==> config.mk <==
export PLATFORM = sky130hd
export DESIGN_NAME = led_flash_controller
export DESIGN_NICKNAME = d
export VERILOG_FILES = /design/src/rtl/lfc_pkg.sv /design/src/rtl/lfc_scale.sv /design/src/rtl/lfc_fsm.sv /design/src/rtl/led_flash_controller.sv
export VERILOG_INCLUDE_DIRS = /design/src /design/src/rtl
export SDC_FILE = /design/constraint.sdc
export NUM_CORES = 2
export LEC_CHECK = 0
export ABC_AREA = 1
export BUFFER_PORTS_ARGS = -buffer_cell sky130_fd_sc_hd__buf_2
export CAP_MARGIN = 20
export CELL_PAD_IN_SITES_DETAIL_PLACEMENT = 0
export CELL_PAD_IN_SITES_GLOBAL_PLACEMENT = 2
export CORE_MARGIN = 1.5
export CORE_UTILIZATION = 39
export CTS_CLUSTER_SIZE = 40
export DETAILED_ROUTE_END_ITERATION = 10
export GPL_ROUTABILITY_DRIVEN = 0
export HOLD_SLACK_MARGIN = 0.12
export PLACE_DENSITY = 0.85
export SLEW_MARGIN = 20
export SYNTH_ARGS = -nofsm -noshare
export SYNTH_HDL_FRONTEND = slang
export SYNTH_SLANG_ARGS = --single-unit
export TNS_END_PERCENT = 10
==> constraint.sdc <==
create_clock -name aclk -period 8.8 [get_ports aclk]
set_input_delay 0.44 -clock aclk [delete_from_list [all_inputs] [get_ports aclk]]
set_output_delay 0.44 -clock aclk [all_outputs]
set_load 0.02 [all_outputs]
==> src/rtl/assert_macros.svh <==
// Assertion macros used by the LED flash controller top level.
`ifndef ASSERT_MACROS_SVH
`define ASSERT_MACROS_SVH
`ifndef SYNTHESIS
// Property checked on every clock edge out of reset.
`define ASSERT_ALWAYS(label, clk, rst_n, prop, msg) \
    label: assert property (@(posedge clk) disable iff (!rst_n) (prop)) else $error(msg);
// Condition in one cycle implies a consequence in the next.
`define ASSERT_NEXT(label, clk, rst_n, ante, cons, msg) \
    label: assert property (@(posedge clk) disable iff (!rst_n) (ante) |=> (cons)) \
        else $error(msg);
`else
`define ASSERT_ALWAYS(label, clk, rst_n, prop, msg)
`define ASSERT_NEXT(label, clk, rst_n, ante, cons, msg)
`endif
`endif

==> src/rtl/lfc_pkg.sv <==
// Types and constants shared by the LED flash controller modules.
`timescale 1ns / 1ps
package lfc_pkg;

    localparam int unsigned MS_PER_SECOND   = 1000;
    localparam int unsigned STARTUP_SECONDS = 5;

    localparam int unsigned ELAPSED_W = 32;
    localparam int unsigned SCALED_W  = 33;
    // Scaled time counter saturates here; every duration product is below it.
    localparam logic [SCALED_W-1:0] SCALED_CAP = {1'b1, {(SCALED_W-1){1'b0}}};

    localparam logic [1:0] ACT_TICK   = 2'd0;
    localparam logic [1:0] ACT_STEADY = 2'd1;
    localparam logic [1:0] ACT_FLASH  = 2'd2;

    typedef enum logic [5:0] {
        PH_HOME      = 6'b000001,
        PH_STARTUP   = 6'b000010,
        PH_STEADY    = 6'b000100,
        PH_FSTART    = 6'b001000,
        PH_WAIT_LIT  = 6'b010000,
        PH_WAIT_DARK = 6'b100000
    } phase_t;

    typedef struct packed {
        logic [1:0]  action;
        logic        level;
        logic [15:0] on_ms;
        logic [15:0] off_ms;
        logic [15:0] flash_count;
    } item_t;

    typedef struct packed {
        logic        led_lit;
        logic        flashing;
        logic [15:0] flashes_left;
    } result_t;

endpackage

==> src/rtl/lfc_scale.sv <==
// Tick-rate register and duration products (ticks_per_second * ms).
`timescale 1ns / 1ps
module lfc_scale
    import lfc_pkg::*;
(
    input  logic        aclk,
    input  logic        aresetn,
    input  logic        cfg_wr_en,
    input  logic [15:0] cfg_wr_data,
    input  logic [15:0] on_dur_next,
    input  logic [15:0] off_dur_next,
    output logic [15:0] tps,
    output logic [31:0] on_prod,
    output logic [31:0] off_prod
);

    logic [15:0] tps_reg;
    logic [15:0] tps_next;
    logic [31:0] on_prod_reg;
    logic [31:0] on_prod_next;
    logic [31:0] off_prod_reg;
    logic [31:0] off_prod_next;

    // Products track the values the registers will hold after this edge,
    // so they always match the current rate and durations.
    assign tps_next      = cfg_wr_en ? cfg_wr_data : tps_reg;
    assign on_prod_next  = 32'(tps_next) * 32'(on_dur_next);
    assign off_prod_next = 32'(tps_next) * 32'(off_dur_next);

    always_ff @(posedge aclk) begin
        if (!aresetn) begin
            tps_reg      <= 16'(MS_PER_SECOND);
            on_prod_reg  <= '0;
            off_prod_reg <= '0;
        end else begin
            tps_reg      <= tps_next;
            on_prod_reg  <= on_prod_next;
            off_prod_reg <= off_prod_next;
        end
    end

    assign tps      = tps_reg;
    assign on_prod  = on_prod_reg;
    assign off_prod = off_prod_reg;

endmodule

==> src/rtl/lfc_fsm.sv <==
// Flash state machine: state registers and per-beat next-state logic.
`timescale 1ns / 1ps
module lfc_fsm
    import lfc_pkg::*;
(
    input  logic        aclk,
    input  logic        aresetn,
    input  logic        fire,
    input  item_t       item,
    input  logic [15:0] tps,
    input  logic [31:0] on_prod,
    input  logic [31:0] off_prod,
    output logic [15:0] on_dur_next,
    output logic [15:0] off_dur_next,
    output result_t     result
);

    phase_t                phase_reg, phase_next;
    logic [ELAPSED_W-1:0]  elapsed_reg, elapsed_next;
    logic [SCALED_W-1:0]   scaled_reg, scaled_next;
    logic                  flash_mode_reg, flash_mode_next;
    logic                  steady_level_reg, steady_level_next;
    logic [15:0]           on_dur_reg;
    logic [15:0]           off_dur_reg;
    logic [15:0]           count_reg, count_next;
    logic                  lit_reg, lit_next;

    logic [ELAPSED_W-1:0]  elapsed_inc;
    logic [SCALED_W-1:0]   scaled_sum;
    logic [SCALED_W-1:0]   scaled_inc;
    logic [18:0]           startup_lim;
    logic                  on_done;
    logic                  off_done;
    logic                  last_flash;

    // scaled tracks min(1000 * (elapsed + 1), cap): duration reached when
    // tps * ms < 1000 * (elapsed + 1), which avoids a divider.
    assign elapsed_inc = (&elapsed_reg) ? elapsed_reg : elapsed_reg + ELAPSED_W'(1);
    assign scaled_sum  = scaled_reg + SCALED_W'(MS_PER_SECOND);
    assign scaled_inc  = (scaled_sum > SCALED_CAP) ? SCALED_CAP : scaled_sum;
    assign startup_lim = {1'b0, tps, 2'b00} + {3'b000, tps};
    assign on_done     = {1'b0, on_prod} < scaled_inc;
    assign off_done    = {1'b0, off_prod} < scaled_inc;
    assign last_flash  = (count_reg == 16'd1);

    always_comb begin
        phase_next        = phase_reg;
        elapsed_next      = elapsed_reg;
        scaled_next       = scaled_reg;
        flash_mode_next   = flash_mode_reg;
        steady_level_next = steady_level_reg;
        on_dur_next       = on_dur_reg;
        off_dur_next      = off_dur_reg;
        count_next        = count_reg;
        lit_next          = lit_reg;
        if (fire) begin
            unique case (item.action)
                ACT_TICK: begin
                    elapsed_next = elapsed_inc;
                    scaled_next  = scaled_inc;
                    unique case (phase_reg)
                        PH_HOME: begin
                            elapsed_next = '0;
                            scaled_next  = SCALED_W'(MS_PER_SECOND);
                            phase_next   = PH_STARTUP;
                        end
                        PH_STARTUP: begin
                            if (elapsed_inc >= ELAPSED_W'(startup_lim)) begin
                                phase_next = PH_STEADY;
                            end
                        end
                        PH_STEADY: begin
                            if (flash_mode_reg) begin
                                phase_next = PH_FSTART;
                            end
                            lit_next = steady_level_reg;
                        end
                        PH_FSTART: begin
                            lit_next     = 1'b1;
                            elapsed_next = '0;
                            scaled_next  = SCALED_W'(MS_PER_SECOND);
                            phase_next   = PH_WAIT_LIT;
                        end
                        PH_WAIT_LIT: begin
                            if (!flash_mode_reg) begin
                                phase_next = PH_STEADY;
                            end else if (on_done) begin
                                lit_next = 1'b0;
                                if (count_reg != '0) begin
                                    count_next = count_reg - 16'd1;
                                end
                                if (last_flash) begin
                                    // count ran out: back to steady off
                                    flash_mode_next   = 1'b0;
                                    steady_level_next = 1'b0;
                                    phase_next        = PH_STEADY;
                                end else begin
                                    elapsed_next = '0;
                                    scaled_next  = SCALED_W'(MS_PER_SECOND);
                                    phase_next   = PH_WAIT_DARK;
                                end
                            end
                        end
                        PH_WAIT_DARK: begin
                            if (!flash_mode_reg) begin
                                phase_next = PH_STEADY;
                            end else if (off_done) begin
                                lit_next     = 1'b1;
                                elapsed_next = '0;
                                scaled_next  = SCALED_W'(MS_PER_SECOND);
                                phase_next   = PH_WAIT_LIT;
                            end
                        end
                        default: begin
                            phase_next = PH_HOME;
                        end
                    endcase
                end
                ACT_STEADY: begin
                    flash_mode_next   = 1'b0;
                    steady_level_next = item.level;
                end
                ACT_FLASH: begin
                    flash_mode_next = 1'b1;
                    on_dur_next     = item.on_ms;
                    off_dur_next    = item.off_ms;
                    count_next      = item.flash_count;
                end
                default: begin
                end
            endcase
        end
    end

    always_ff @(posedge aclk) begin
        if (!aresetn) begin
            phase_reg        <= PH_HOME;
            elapsed_reg      <= '0;
            scaled_reg       <= SCALED_W'(MS_PER_SECOND);
            flash_mode_reg   <= 1'b0;
            steady_level_reg <= 1'b0;
            on_dur_reg       <= '0;
            off_dur_reg      <= '0;
            count_reg        <= '0;
            lit_reg          <= 1'b0;
        end else begin
            phase_reg        <= phase_next;
            elapsed_reg      <= elapsed_next;
            scaled_reg       <= scaled_next;
            flash_mode_reg   <= flash_mode_next;
            steady_level_reg <= steady_level_next;
            on_dur_reg       <= on_dur_next;
            off_dur_reg      <= off_dur_next;
            count_reg        <= count_next;
            lit_reg          <= lit_next;
        end
    end

    assign result.led_lit      = lit_next;
    assign result.flashing     = flash_mode_next;
    assign result.flashes_left = flash_mode_next ? count_next : 16'd0;

endmodule

==> src/rtl/led_flash_controller.sv <==
// Top level of the status LED flash controller.
`timescale 1ns / 1ps
`include "assert_macros.svh"
// Usage:
//  - s_ channel: one beat per tick or command. s_tuser carries the action
//    (tick, set steady level, start flashing); s_tdata carries its operands.
//  - m_ channel: exactly one result beat per input beat, in order, showing
//    LED drive, flash mode and flashes left after that beat was applied.
//  - cfg_wr_en / cfg_wr_data write ticks_per_second (reset 1000); write it
//    only while no beats are in flight.
//  - Path: a taken beat is held in the input register, then the state update
//    writes its result into the result register, which drives m_.
//  - Throughput: one beat per cycle unless m_ stalls; the state update is a
//    single step and duration products are kept registered, so nothing
//    loops.
//  - Reset (aresetn low, synchronous) clears all state; the LED is held off
//    for five seconds of ticks before steady/flash behavior starts.
//  - Receiver stall: the result register holds; one more beat is held in
//    the input register, after which s_tready drops until m_tready returns.
module led_flash_controller
    import lfc_pkg::*;
(
    input  logic        aclk,
    input  logic        aresetn,
    // config: ticks_per_second
    input  logic        cfg_wr_en,
    input  logic [15:0] cfg_wr_data,
    // input beats
    input  logic        s_tvalid,
    output logic        s_tready,
    input  logic [1:0]  s_tuser,   // [1:0] action
    input  logic [55:0] s_tdata,   // [0] level, [16:1] on_ms, [32:17] off_ms,
                                   // [48:33] flash_count, [55:49] zero
    // result beats
    output logic        m_tvalid,
    input  logic        m_tready,
    output logic [23:0] m_tdata    // [0] led_lit, [1] flashing,
                                   // [17:2] flashes_left, [23:18] zero
);

    logic        in_valid_reg;
    item_t       in_item_reg;
    logic        out_valid_reg;
    result_t     out_result_reg;

    logic        s_accept;
    logic        out_free;
    logic        fire;
    item_t       s_item;
    result_t     result;
    logic [15:0] tps;
    logic [31:0] on_prod;
    logic [31:0] off_prod;
    logic [15:0] on_dur_next;
    logic [15:0] off_dur_next;

    assign s_item.action      = s_tuser;
    assign s_item.level       = s_tdata[0];
    assign s_item.on_ms       = s_tdata[16:1];
    assign s_item.off_ms      = s_tdata[32:17];
    assign s_item.flash_count = s_tdata[48:33];

    // beat moves from the input register into the state/result stage
    assign out_free = !out_valid_reg || m_tready;
    assign fire     = in_valid_reg && out_free;
    assign s_tready = !in_valid_reg || fire;
    assign s_accept = s_tvalid && s_tready;

    always_ff @(posedge aclk) begin
        if (!aresetn) begin
            in_valid_reg  <= 1'b0;
            out_valid_reg <= 1'b0;
        end else begin
            if (s_accept) begin
                in_valid_reg <= 1'b1;
            end else if (fire) begin
                in_valid_reg <= 1'b0;
            end
            if (fire) begin
                out_valid_reg <= 1'b1;
            end else if (m_tready) begin
                out_valid_reg <= 1'b0;
            end
        end
    end

    // payload registers, no reset needed
    always_ff @(posedge aclk) begin
        if (s_accept) begin
            in_item_reg <= s_item;
        end
        if (fire) begin
            out_result_reg <= result;
        end
    end

    lfc_scale u_scale (
        .aclk         (aclk),
        .aresetn      (aresetn),
        .cfg_wr_en    (cfg_wr_en),
        .cfg_wr_data  (cfg_wr_data),
        .on_dur_next  (on_dur_next),
        .off_dur_next (off_dur_next),
        .tps          (tps),
        .on_prod      (on_prod),
        .off_prod     (off_prod)
    );

    lfc_fsm u_fsm (
        .aclk         (aclk),
        .aresetn      (aresetn),
        .fire         (fire),
        .item         (in_item_reg),
        .tps          (tps),
        .on_prod      (on_prod),
        .off_prod     (off_prod),
        .on_dur_next  (on_dur_next),
        .off_dur_next (off_dur_next),
        .result       (result)
    );

    assign m_tvalid = out_valid_reg;
    assign m_tdata  = {6'd0, out_result_reg.flashes_left,
                       out_result_reg.flashing, out_result_reg.led_lit};

    `ASSERT_NEXT(a_fire_gives_beat, aclk, aresetn, fire, m_tvalid,
                 "result beat missing after fire")
    `ASSERT_ALWAYS(a_stall_only_when_full, aclk, aresetn,
                   !s_tready |-> (in_valid_reg && m_tvalid && !m_tready),
                   "input stalled with room left")
    `ASSERT_ALWAYS(a_count_zero_steady, aclk, aresetn,
                   (m_tvalid && !m_tdata[1]) |-> (m_tdata[17:2] == 16'd0),
                   "flashes left shown in steady mode")

endmodule

==> metrics.txt <==
area of the core=0.0790 mm^2; crit path launch=in_item_reg[49]; Finished Core Util=43.7%; Max Cap Violations=0; Fin Clk Skew=0.0252 ns; RSZ-0062 raised after global routing=no; R2R cell count=32; Die Span X=285 um; yosys warns=0; Clock transition at path regs=0.06 ns; Slew @ Worst Pin=1.12 ns; adder-cell share of the synthesized area=37.4%; complex-gate fraction of the synthesized area=8.61%; Cell variety after synth=57; Synth Flop Type=dfxtp_1; FP Rows=103; global-route wire length before repair=156 mm; number of H-tree levels=2; number of flip-flops under the largest register name=51; area delta synth->final=11.1%; layout cells sized above 1=6.97%; largest net degree at the start of global routing=85; Post-synth EDFFs=69; maximum clock insertion buffer count=3; CTS tree=built; Die Area=0.0815 mm^2; simple-gate share of the synthesized area=21.9%; Starting Density=39.4%; DRC=0; placed insts=5,095; Routed WL=97.2 mm; Root Buffer Master=clkbuf_16; cell area after synthesis=0.0311 mm^2; TritonCTS Buffers=37; top fanout value on the critical path=22; Die H=285 um; vias in the first global route=27,316; Hold Fails Final Rpt=0; Pleak=16.4 nW; Setup CP Type=flip-flop to flip-flop; GRT Total Usage=24.8%; grt total ovfl=0; Slew HR=25.5%; status=finished clean; hold path depth=4; register area share after synthesis=19.8%; clock latency on the worst-skew pair=0.57 ns; hold path startpoint=m_tready; DPL Wire Length=76.1 mm; maximum vdd drop=0.111 mV; Final nets=4,910; Fin Hold WS=0.223 ns; maximum clock frequency=128 MHz; commonest cells after routing, fill and taps aside=nand2_1 (872), inv_1 (710), nor2_1 (508); post-route insts no fill=5,213; Worst EP required=9.26 ns; antenna-violating nets left=0; Hold WC Path Type=input pin to flip-flop; CP peak stage delay=0.58 ns; DRT iter0 DRCs=1,368; antenna violations before repair=1; minimum clock period=7.79 ns; largest family of logic cells by synthesized area=adder cells; critical path's slowest cell=fa_1; multiplexer area fraction after synthesis=0%; Top cell by count, worst path=inv_1; fin crit share=88.5%; filler cell count=8,148; Worst setup EP type=flip-flop; post-synthesis register bit count=273; FFs w/ async S/R, synth=0%; XOR/XNOR Fraction of Synth Area=1.44%; setup ws final=1.01 ns; R2R Path Start=in_item_reg[49]; post-CTS sizing=0; ant diodes=0; arrival time of the worst setup path=8.25 ns; Hold Buf Count CTS=51; post-DR wirelength/cell=18.6 um; setup bufs post-CTS=0; DR pass1 iterations=5; vias per cell=5.01; Syn Inst Count=4,036; # IOs=105; port buffer count=91; Power Dens Cells=136 mW/mm^2; pre-CTS WS=0.837 ns; share of the synthesized area in the top cell type=25.0%; endpoints failing setup=0; Area contributors post-synth=fa_1 (25%), dfxtp_1 (13%), ha_1 (12%); vias=26,106; Slew Limit Fails=0; setup_tns=0 ns; syn avg cell area=7.71 um^2; # clock sinks=273; critical path startpoint category=flip-flop; leading cell type in the layout, fill and taps excluded=nand2_1; top cell type by total area after synthesis=fa_1
==> final timing paths <==
kind	end	slack, ns
max	u_scale.off_prod[26]	1.01
min reg2reg	u_fsm.scaled_reg[1]	0.45
min	m_tvalid	0.22
max reg2reg	u_scale.off_prod[26]	1.01
==> routing by layer <==
layer	part of all wire, %	vias to the layer above	track usage, %
li1	-	12686	-
met1	43	12683	31.4
met2	48	582	43.4
met3	4.9	155	3.13
met4	3.8	0	8.57
met5	0	-	0
==> through the flow <==
step | cell area [um^2] | total power [mW]
detailed placement | 32800 | 3.21
global route | 34600 | 5.06
global placement | 32800 | 3.21
CTS | 34600 | 4.78
floorplan | 31100 | 2.60
finish | 34600 | 4.71
==> where the power goes <==
group | total (mW) | switching (mW) | internal, mW
Combinational | 1.76 | 1.14 | 0.615
Sequential | 1.44 | 0.0550 | 1.38
Clock | 1.51 | 0.629 | 0.886
==> synthesized netlist by cell type, types with 16 or more instances <==
master,count
a21oi_1,283
and2_1,29
clkbuf_1,146
dfxtp_1,204
edfxtp_1,69
fa_1,389
ha_1,307
inv_1,712
nand2_1,872
nand3_1,79
nand4_1,37
nor2_1,509
nor3_1,42
o21a_1,23
o21ai_0,101
or2_2,16
xnor2_1,16
xor2_1,32
==> cell type report <==
cell class,count,area (um^2),area share [%]
Clock buffer,49,1020,2.95
Tap cell,1050,1310,3.80
Sequential cell,273,6160,17.8
Timing Repair Buffer,216,1530,4.44
Multi-Input combinational cell,2881,21600,62.6
Clock inverter,18,183,0.529
Inverter,726,2730,7.90
==> critical path: cells and delay by family (launching register included) <==
family | cells | cell delay, ns
simple gates | 8 | 0.70
fa+ha+maj | 7 | 3.35
flops | 1 | 0.55
buf+inv | 10 | 1.57
compound gates | 7 | 1.49
==> kinds of logic (layout without fill, tap and decap cells) <==
kind of cell	Yosys count	count (layout)
and+or+nand+nor	1646	1646
buffers and inverters	887	1009
adders and majority gates	696	696
AOI/OAI and AO/OA	484	484
DFF	273	273
xor gates and xnor gates	49	49
other	1	6
Power figures use the tool's default switching activity.
